File: config.mk
export PLATFORM = sky130hd
export DESIGN_NAME = note_off_scheduler
export DESIGN_NICKNAME = d
export VERILOG_FILES = /design/src/rtl/nos_pkg.sv /design/src/rtl/nos_slot_mem.sv /design/src/rtl/nos_out_queue.sv /design/src/rtl/note_off_scheduler.sv
export SDC_FILE = /design/constraint.sdc
export NUM_CORES = 2
export LEC_CHECK = 0
export ABC_CLOCK_PERIOD_IN_PS = 8300
export BUFFER_PORTS_ARGS = -buffer_cell sky130_fd_sc_hd__buf_2
export CORE_ASPECT_RATIO = 0.8
export CORE_MARGIN = 2
export CORE_UTILIZATION = 39
export CTS_CLUSTER_DIAMETER = 40
export DETAILED_ROUTE_END_ITERATION = 6
export PLACE_DENSITY_LB_ADDON = 0.12
export SYNTH_ARGS = -nofsm -noshare
export SYNTH_HDL_FRONTEND = slang
export SYNTH_SLANG_ARGS = --single-unit
File: constraint.sdc
create_clock -name clk -period 8.3 [get_ports clk]
set_clock_uncertainty 0.1 [all_clocks]
set_input_delay 0.83 -clock clk [delete_from_list [all_inputs] [get_ports clk]]
set_output_delay 0.83 -clock clk [all_outputs]
set_load 0.02 [all_outputs]
File: src/rtl/nos_pkg.sv
// ----------------------------------------------------------------------------
// nos_pkg
// Shared types and constants of the note-off scheduler: transaction payloads,
// the slot memory entry, command codes and the controller state encoding.
// ----------------------------------------------------------------------------
package nos_pkg;

    localparam logic       CMD_ADD         = 1'b0;
    localparam logic       CMD_TICK        = 1'b1;
    localparam logic [7:0] NOTE_OFF_STATUS = 8'h80;

    typedef struct packed {
        logic       cmd;
        logic [1:0] out_port;
        logic [3:0] midi_channel;
        logic [6:0] note_number;
        logic [7:0] note_length;
    } in_item_t;

    typedef struct packed {
        logic [1:0] dest_port;
        logic [7:0] status_byte;
        logic [6:0] off_note;
        logic       velocity_byte;
        logic       last;
    } out_item_t;

    typedef struct packed {
        logic [7:0] count;
        logic [6:0] note;
        logic [3:0] channel;
        logic [1:0] port;
    } slot_entry_t;

    typedef struct packed {
        logic push;
        logic flush;
    } oq_ctrl_t;

    typedef struct packed {
        logic push_ok;
        logic pend_valid;
    } oq_status_t;

    typedef enum logic [1:0] {
        ST_IDLE,
        ST_ADD,
        ST_TICK,
        ST_FLUSH
    } nos_state_t;

endpackage

File: src/rtl/nos_slot_mem.sv
// ----------------------------------------------------------------------------
// nos_slot_mem
// Single-port-write, single-port-read slot memory holding the pulse count,
// note, channel and port of every slot. Read data is registered.
// ----------------------------------------------------------------------------
module nos_slot_mem #(
    parameter int DEPTH = 64,
    parameter int IDX_W = 6
) (
    input  logic                clk,
    input  logic                we,
    input  logic [IDX_W-1:0]    waddr,
    input  nos_pkg::slot_entry_t wdata,
    input  logic                re,
    input  logic [IDX_W-1:0]    raddr,
    output nos_pkg::slot_entry_t rdata
);
    import nos_pkg::*;

    slot_entry_t mem [DEPTH];

    always_ff @(posedge clk)
    begin
        if (we)
        begin
            mem[waddr] <= wdata;
        end
    end

    // Read data holds when no read is issued, so a stalled consumer keeps it.
    always_ff @(posedge clk)
    begin
        if (re)
        begin
            rdata <= mem[raddr];
        end
    end

endmodule

File: src/rtl/nos_out_queue.sv
// ----------------------------------------------------------------------------
// nos_out_queue
// One pending note-off plus the output register. A note-off waits in the
// pending stage until the next one arrives (last clear) or the scan ends
// (last set).
// ----------------------------------------------------------------------------
module nos_out_queue (
    input  logic                 clk,
    input  logic                 rst_n,
    input  nos_pkg::oq_ctrl_t    ctrl,
    input  nos_pkg::out_item_t   push_data,
    output nos_pkg::oq_status_t  status,
    output logic                 result_valid,
    input  logic                 result_ready,
    output nos_pkg::out_item_t   result
);
    import nos_pkg::*;

    out_item_t pend_reg;
    logic      pend_valid_reg;
    out_item_t out_reg;
    logic      out_valid_reg;
    logic      out_free;
    logic      load_out;
    out_item_t out_item_next;

    assign out_free = !out_valid_reg || result_ready;
    assign load_out = pend_valid_reg && (ctrl.push || (ctrl.flush && out_free));

    always_comb
    begin
        out_item_next      = pend_reg;
        out_item_next.last = ctrl.flush;
    end

    assign status.push_ok    = !pend_valid_reg || out_free;
    assign status.pend_valid = pend_valid_reg;

    always_ff @(posedge clk or negedge rst_n)
    begin
        if (!rst_n)
        begin
            pend_valid_reg <= 1'b0;
            out_valid_reg  <= 1'b0;
        end
        else
        begin
            if (ctrl.push)
            begin
                pend_valid_reg <= 1'b1;
            end
            else if (ctrl.flush && out_free)
            begin
                pend_valid_reg <= 1'b0;
            end

            if (load_out)
            begin
                out_valid_reg <= 1'b1;
            end
            else if (result_ready)
            begin
                out_valid_reg <= 1'b0;
            end
        end
    end

    always_ff @(posedge clk)
    begin
        if (ctrl.push)
        begin
            pend_reg <= push_data;
        end
        if (load_out)
        begin
            out_reg <= out_item_next;
        end
    end

    assign result_valid = out_valid_reg;
    assign result       = out_reg;

endmodule

File: src/rtl/note_off_scheduler.sv
// ----------------------------------------------------------------------------
// note_off_scheduler
// Table of note slots that schedules MIDI note-off messages on clock pulses.
// ----------------------------------------------------------------------------
// An add transaction (cmd 0) walks the slots from slot 0, one slot per cycle,
// and stores the note in the first free one; when every slot is busy it is
// dropped without any result. A tick transaction (cmd 1) sweeps the slot
// memory once, reading one slot per cycle through its single read port while
// the sweep is not stalled, and writes the decremented count back from the
// registered read data. The sweep stalls when the result side holds off a
// note-off, and the next transaction is accepted only once the tick is done.
// Every slot whose count reaches zero is freed and yields one note-off
// transaction in slot order; the final one of a tick carries last.
// A tick in which nothing expires yields no transaction at all. The active
// flags live in flip-flops and are cleared by reset; the slot data needs no
// initialisation, so the block is ready straight after reset.
// ----------------------------------------------------------------------------
module note_off_scheduler #(
    parameter int NUM_SLOTS = 64
) (
    input  logic               clk,
    input  logic               rst_n,
    input  logic               item_valid,
    output logic               item_ready,
    input  nos_pkg::in_item_t  item,
    output logic               result_valid,
    input  logic               result_ready,
    output nos_pkg::out_item_t result
);
    import nos_pkg::*;

    localparam int IDX_W = (NUM_SLOTS > 1) ? $clog2(NUM_SLOTS) : 1;
    localparam logic [IDX_W-1:0] LAST_IDX = IDX_W'(NUM_SLOTS - 1);

    nos_state_t            state_reg, state_next;
    in_item_t              item_reg, item_next;
    logic [IDX_W-1:0]      scan_idx_reg, scan_idx_next;
    logic                  issue_done_reg, issue_done_next;
    logic                  p_valid_reg, p_valid_next;
    logic [IDX_W-1:0]      p_idx_reg, p_idx_next;
    logic [NUM_SLOTS-1:0]  active_reg, active_next;

    logic                  mem_we;
    logic [IDX_W-1:0]      mem_waddr;
    slot_entry_t           mem_wdata;
    logic                  mem_re;
    slot_entry_t           mem_rdata;

    oq_ctrl_t              oq_ctrl;
    oq_status_t            oq_status;
    out_item_t             push_data;

    slot_entry_t           add_entry;
    slot_entry_t           dec_entry;
    logic                  scan_last;
    logic                  scan_free;
    logic                  p_active;
    logic                  p_zero;
    logic                  advance;

    nos_slot_mem #(
        .DEPTH (NUM_SLOTS),
        .IDX_W (IDX_W)
    ) u_slot_mem (
        .clk   (clk),
        .we    (mem_we),
        .waddr (mem_waddr),
        .wdata (mem_wdata),
        .re    (mem_re),
        .raddr (scan_idx_reg),
        .rdata (mem_rdata)
    );

    nos_out_queue u_out_queue (
        .clk          (clk),
        .rst_n        (rst_n),
        .ctrl         (oq_ctrl),
        .push_data    (push_data),
        .status       (oq_status),
        .result_valid (result_valid),
        .result_ready (result_ready),
        .result       (result)
    );

    // The entry an add writes: a length of zero is kept as one pulse.
    always_comb
    begin
        add_entry.count   = (item_reg.note_length == 8'd0) ? 8'd1 : item_reg.note_length;
        add_entry.note    = item_reg.note_number;
        add_entry.channel = item_reg.midi_channel;
        add_entry.port    = item_reg.out_port;
    end

    // The registered read data of the slot read last is processed now: decrement
    // and either write the new count back or free the slot and emit a note-off.
    always_comb
    begin
        dec_entry       = mem_rdata;
        dec_entry.count = mem_rdata.count - 8'd1;
    end

    assign p_active  = active_reg[p_idx_reg];
    assign p_zero    = (dec_entry.count == 8'd0);
    assign scan_last = (scan_idx_reg == LAST_IDX);
    assign scan_free = !active_reg[scan_idx_reg];

    // The sweep stalls only when a note-off is due and the pending stage
    // cannot hand its previous note-off to the output register.
    assign advance = !(p_valid_reg && p_active && p_zero && !oq_status.push_ok);

    always_comb
    begin
        push_data.dest_port     = mem_rdata.port;
        push_data.status_byte   = NOTE_OFF_STATUS | {4'b0000, mem_rdata.channel};
        push_data.off_note      = mem_rdata.note;
        push_data.velocity_byte = 1'b0;
        push_data.last          = 1'b0;
    end

    assign item_ready = (state_reg == ST_IDLE);

    // Next-state logic.
    always_comb
    begin
        state_next = state_reg;
        case (state_reg)
            ST_IDLE:
            begin
                if (item_valid)
                begin
                    state_next = (item.cmd == CMD_ADD) ? ST_ADD : ST_TICK;
                end
            end
            ST_ADD:
            begin
                if (scan_free || scan_last)
                begin
                    state_next = ST_IDLE;
                end
            end
            ST_TICK:
            begin
                if (advance && issue_done_reg)
                begin
                    state_next = ST_FLUSH;
                end
            end
            ST_FLUSH:
            begin
                if (!oq_status.pend_valid)
                begin
                    state_next = ST_IDLE;
                end
            end
            default:
            begin
                state_next = ST_IDLE;
            end
        endcase
    end

    // Datapath and memory control.
    always_comb
    begin
        item_next       = item_reg;
        scan_idx_next   = scan_idx_reg;
        issue_done_next = issue_done_reg;
        p_valid_next    = p_valid_reg;
        p_idx_next      = p_idx_reg;
        active_next     = active_reg;
        mem_we          = 1'b0;
        mem_waddr       = scan_idx_reg;
        mem_wdata       = add_entry;
        mem_re          = 1'b0;
        oq_ctrl         = '0;
        case (state_reg)
            ST_IDLE:
            begin
                if (item_valid)
                begin
                    item_next       = item;
                    scan_idx_next   = '0;
                    issue_done_next = 1'b0;
                    p_valid_next    = 1'b0;
                end
            end
            ST_ADD:
            begin
                if (scan_free)
                begin
                    mem_we                    = 1'b1;
                    active_next[scan_idx_reg] = 1'b1;
                end
                else if (!scan_last)
                begin
                    scan_idx_next = scan_idx_reg + IDX_W'(1);
                end
            end
            ST_TICK:
            begin
                if (advance)
                begin
                    if (p_valid_reg && p_active)
                    begin
                        if (p_zero)
                        begin
                            active_next[p_idx_reg] = 1'b0;
                            oq_ctrl.push           = 1'b1;
                        end
                        else
                        begin
                            mem_we    = 1'b1;
                            mem_waddr = p_idx_reg;
                            mem_wdata = dec_entry;
                        end
                    end
                    if (!issue_done_reg)
                    begin
                        mem_re       = 1'b1;
                        p_valid_next = 1'b1;
                        p_idx_next   = scan_idx_reg;
                        if (scan_last)
                        begin
                            issue_done_next = 1'b1;
                        end
                        else
                        begin
                            scan_idx_next = scan_idx_reg + IDX_W'(1);
                        end
                    end
                    else
                    begin
                        p_valid_next = 1'b0;
                    end
                end
            end
            ST_FLUSH:
            begin
                oq_ctrl.flush = 1'b1;
            end
            default:
            begin
                oq_ctrl = '0;
            end
        endcase
    end

    always_ff @(posedge clk or negedge rst_n)
    begin
        if (!rst_n)
        begin
            state_reg      <= ST_IDLE;
            scan_idx_reg   <= '0;
            issue_done_reg <= 1'b0;
            p_valid_reg    <= 1'b0;
            active_reg     <= '0;
        end
        else
        begin
            state_reg      <= state_next;
            scan_idx_reg   <= scan_idx_next;
            issue_done_reg <= issue_done_next;
            p_valid_reg    <= p_valid_next;
            active_reg     <= active_next;
        end
    end

    always_ff @(posedge clk)
    begin
        item_reg  <= item_next;
        p_idx_reg <= p_idx_next;
    end

endmodule
After elaboration in Yosys (flattened, before gate mapping). Memory sizes are Yosys's and may differ from the RTL's. A register that Yosys moved wholly into a read port is not among the register bits. Index checks and enable logic that the tools add are counted.

$add $sub $neg: 2. Magnitude comparators: 4. Equality and inequality tests: 14. Muxes and demuxes: 60. Bitwise operators: 5. Reduce and logical (&&, ||, !) cells: 31.

Operator list (count): $mux 64 (4); $pmux 64 s2 (1); $mux 21 (4); $and 64x64->64 (1); $not 64->64 (1); $or 64x64->64 (1); $mux 6 (9); $mux 1 (27); $ne 2x2->1 const B (10); $pmux 6 s3 (1); $logic_not 8->1 (2); $lt 6x7->1 const B (2); $bmux 1 s6 (2); $demux 1 s6 (2); $ge 6x1->1 const B (2); $mux 2 (5); $reduce_and 5->1 (2); $logic_and 1x1->1 (8); $mux 8 (1); $pmux 2 s4 (1); $reduce_bool 2->1 (4); $sub 8x1->8 const B (1); $add 6x1->6 const B (1); $eq 6x6->1 const B (1); other kinds (11) (23).

Register bits after elaboration: 130. RAM bits: 1344. Bits of input ports: 26. Memories: 1.

Memories: u_slot_mem.mem (words 64, width 21, rd ports 1, clocked after memory_dff 1, wr ports 1, line nos_slot_mem.sv:20) `slot_entry_t mem [DEPTH];`.

Depth between registers and ports, before layout.
Word-level depth: 10. Depth in mapped cells: 14. Gate-level depth less buffers: 10.

Cells and area by module. From an unflattened synthesis, not the netlist that was laid out.

Cells, all modules: 2873. Area, all modules: 59235.6 um^2.

By module, submodules not included: nos_slot_mem (instances 1, cells an instance 2190, area an instance 51927.3 um^2, seq. area each 40989.3 um^2); note_off_scheduler (instances 1, cells an instance 632, area an instance 6078.3 um^2, seq. area each 2662.6 um^2); nos_out_queue (instances 1, cells an instance 51, area an instance 1229.9 um^2, seq. area each 1161.1 um^2).

Worst setup path after synthesis. No wires, ideal clock.

Kind: reg-to-reg. Start point: register p_idx_reg[1]. End point: memory u_slot_mem.mem[0][14] in the netlist's numbering (data pin). Setup time: 0.702 ns. Arrival: 4.614 ns. Required time: 7.498 ns. Setup slack: 2.885 ns. Stages on the path, launching flop included: 14. Buffers on the path: 6. Period minus slack after synthesis: 5.415 ns. Cells stage by stage: edfxtp_1 > buf_6 > buf_2 > inv_1 > clkbuf_1 > a211oi_1 > o221ai_1 > and3_1 > or4_1 > buf_2 > nand3_2 > buf_2 > buf_2 > o21ai_0.

RTL lines: start: declaration (line note_off_scheduler.sv:40) `logic [IDX_W-1:0] p_idx_reg, p_idx_next;`; start signal: assignment (line note_off_scheduler.sv:271) `p_idx_reg <= p_idx_next;`; end: declaration (line nos_slot_mem.sv:20).

Worst setup path after layout.
Start point: register p_idx_reg[2]. End point: memory u_slot_mem.mem[38][3] in the netlist's numbering (enable).

Cells in the longest elaborated chain, start to end: 9. Elaborated cells on any way between the ends: 14.

Ends and longest elaborated chain: $bmux 1 s6 (line note_off_scheduler.sv:102) `assign p_active = active_reg[p_idx_reg];`; $mux 1 (not written as such) (line note_off_scheduler.sv:102); $logic_and 1x1->1 (line note_off_scheduler.sv:109, note_off_scheduler.sv:203); $logic_and 1x1->1 (2 in series) (line note_off_scheduler.sv:109) `assign advance = !(p_valid_reg && p_active && p_zero && !oq_status.push_ok);`; $mux 1 (line note_off_scheduler.sv:201) `if (advance)`; $pmux 1 s2 (line note_off_scheduler.sv:176) `case (state_reg)`; $mux 1 (line nos_slot_mem.sv:24) `if (we)`; $mux 1 (not written as such) (line nos_slot_mem.sv:26) `mem[waddr] <= wdata;`.

Several ways; a longest one is shown, not always the timed one. The select of a mux whose other input is x is not followed.

==> impl_metrics.ini <==
[run_status]
status = finished, final reports clean

[timing]
final_hold_viol_count = 0
slew_viol_final = 0
maxSlewHeadroom_pct = 8.22
setup_viol = 0
max_freq_ghz = 0.165
tns_ns = 0
worst_pin_slew_ns = 1.37
finalCritPeriodShare_pct = 73.1
fin_crit_ns = 6.06
rsz0062_at_grt = false

[global_route]
grt_pass1_vias = 32900
grt-ovfl-total = 0
grt_max_degree = 129
grt_pass1_wl_um = 267000
grt_usage_pct = 25.7
antenna_found_initial = 13

[detailed_routing]
vias_per_cell = 6.37
wl_um = 192000
wire_per_inst_um = 35.5
drc_errors = 0
drt.antenna.violating_nets = 0
vias = 34500
drt_iter0_drc = 5343
dr.pass1.iters = 6

[setup_path]
path_max_fanout = 128
crit_arrival_ns = 6.44
worstSetupPathType = flop to flop
worstSetupEndpointType = flop
required_ns = 8.67
start_kind = flop
rr_worst_depth = 10

[logic_synthesis]
async_flop_share_pct = 5.08
yosys-top-cells-area = edfxtp_1 (76%), a22oi_1 (7.2%), dfrtp_1 (3.4%)
yosysWarnings = 0
yosysTopAreaCell = edfxtp_1
ys.flop_type = edfxtp_1
synth_top_cell_area_share_pct = 75.6
ys_seq_area_share_pct = 79.0
ys_types = 65
syn_avg_cell_area_um2 = 17.3
syn_area_um2 = 56400
synthesis.instances = 3260
yosys_register_bits = 1495
synth_edf_count = 1419

[finish]
post-route-util_pct = 46.0
area_growth_pct = 16.9
drive_gt1_share_pct = 16.4
largest_reg_flops = 1344
nNetsFinal = 3414

[die]
core_um2 = 143000
die_h_um = 344
initial_core_util_pct = 39.4
rows = 124
fp.dieW_um = 429
die_area_um2 = 148000
io_pins = 47

[cts]
cts-resized-gates = 0
clk_latency_ns = 0.81
cts_tree = built
post_cts_buffers = 0
cts_sinks = 1495
clockBufferDepth = 3
cts_inserted_buffers = 169
root_buffer = clkbuf_16
clk_pin_slew_ns = 0.06
cts_max_level = 4

[power_and_ir_drop]
p_leak_nw = 19.9
ir_worst_vdd_mv = 0.307
power_density_nw_per_um2 = 323

[placed_design]
dp_hpwl_um = 114000
place.gp.congestion = 0.936
port_buffers = 41

[worst_hold_path]
holdPathStages = 1
hp-class = primary input to flop

[run]
drv_cap = 0
-- metrics by stage --
step	setup slack (ns)	power [mW]	cell area, µm²	hold slack (ns)	instances
after CTS	2.49	21.3	65900	0.0540	5411
after floorplan	2.88	11.4	56400	0.300	3263
after global placement	2.63	13.8	60200	0.311	5098
final	2.24	21.3	65900	0.107	5415
after detailed placement	2.51	13.8	60200	0.308	5098
after global routing	2.12	21.9	65900	0.0765	5412
-- placed cells by master (no fill, tap or decap), types with 8 or more instances in the layout --
cell	netlist	layout
clkbuf_16	0	172
clkinv_1	3	21
nor3_1	16	11
nor2b_1	14	14
o21ai_0	56	49
bufinv_16	0	17
nor4_1	24	23
a22o_1	71	71
edfxtp_1	1419	1419
clkinvlp_4	0	15
nand2_1	54	53
nand3_1	102	102
o31ai_4	0	64
nand4_1	40	40
mux4_2	8	8
a41oi_1	67	67
dfrtp_1	76	75
clkinv_2	0	24
clkbuf_1	162	29
inv_1	14	14
mux2_2	17	10
inv_6	0	14
o31ai_1	105	41
mux2i_1	27	27
a21oi_1	59	58
a31oi_1	102	101
a221oi_1	80	80
clkinv_4	0	10
and3_1	9	9
buf_2	42	40
nor2_1	39	31
buf_4	7	133
a22oi_1	542	542
-- power breakdown --
group,switching [mW],total [mW],internal [mW]
Clock,3.16,7.55,4.39
Combinational,3.61,4.65,1.04
Sequential,0.175,9.07,8.90
Total,6.94,21.3,14.3
-- cells by family after synthesis --
family          count (synthesis)  share of synthesized area [%]
compound gates               1118                           14.7
mux                            52                           1.14
buf+inv                       252                           1.84
xor+xnor                        6                         0.0932
other cells                     2                         0.0133
fa+ha+maj                       7                          0.155
simple gates                  328                           3.05
flops                        1495                           79.0
-- layer usage --
metal  vias up  track usage, %  share of wire, %
met5         -               0             0.014
met4         4            8.41               3.1
met3       312            6.12               9.8
met2      1860            37.2                43
met1     18200            38.2                44
li1      14100               -                 -
-- repair_timing --
item | in CTS | in global routing
setup endpoints to repair | 0 | 0
hold endpoints to repair | 21 | 0
hold buffers | 1 | 0
-- layout make-up --
| cell class | instances | area [µm²] |
|---|---|---|
| inverters | 17 | 63.8 |
| clock inverters | 111 | 1220 |
| diodes | 3 | 7.51 |
| multi-input cells | 1516 | 12000 |
| fillers | 12200 | 77300 |
| clock buffers | 201 | 4410 |
| flip-flops and latches | 1495 | 44500 |
| repair buffers | 182 | 1360 |
| well taps | 1890 | 2360 |
-- worst max-delay path: stages, from the launching register on --
cell and delay [ns]:
edfxtp_1 1.08, nor2b_1 0.61, a22oi_1 0.14, and3_1 0.22, a311o_1 0.31, or4_1 0.78
nand3_4 0.47, buf_12 0.62, nand3_1 0.31, o31ai_4 0.23, buf_4 0.40
-- worst paths after layout --
| kind | start | endpoint | slack (ns) |
|---|---|---|---|
| setup / recovery | p_idx_reg[2]$_DFFE_PP_ | u_slot_mem.mem[38][3]$_DFFE_PP_ | 2.24 |
| hold / removal | item[10] | add_entry[8]$_DFFE_PP_ | 0.11 |
| setup reg to reg | p_idx_reg[2]$_DFFE_PP_ | u_slot_mem.mem[38][3]$_DFFE_PP_ | 2.24 |
| hold reg to reg | u_out_queue.out_item_next[17]$_DFFE_PP_ | u_out_queue.result[17]$_DFFE_PP_ | 0.32 |
| max in group asynchronous | rst_n | scan_idx_reg[2]$_DFFE_PN0P_ | 6.58 |
| min in group asynchronous | rst_n | active_reg[35]$_DFFE_PN0P_ | 0.35 |
-- synthesized netlist by cell type (3+ instances only) --
cell type and count:
a22o_1 71, a21oi_1 59, nor3_1 16, nand4_1 40
nand2b_1 7, clkbuf_1 162, o21ai_0 56, nor2_1 39
a31oi_1 102, dfrtp_1 76, xnor2_1 4, nand3_1 102
nor3_2 3, mux2_2 17, a32o_1 3, a22oi_1 542
or4_1 3, a221oi_1 80, a211oi_1 4, o22ai_1 5
mux4_2 8, clkinv_1 3, and2_1 3, nor4_1 24
buf_4 7, inv_1 14, o31ai_1 105, nand3b_1 3
buf_2 42, edfxtp_1 1419, or2_2 3, mux2i_1 27
ha_1 7, buf_1 22, a41oi_1 67, and3_1 9
o211ai_1 5, nor2b_1 14, nand2_1 54
No activity file was read; power rests on OpenSTA's default activity.
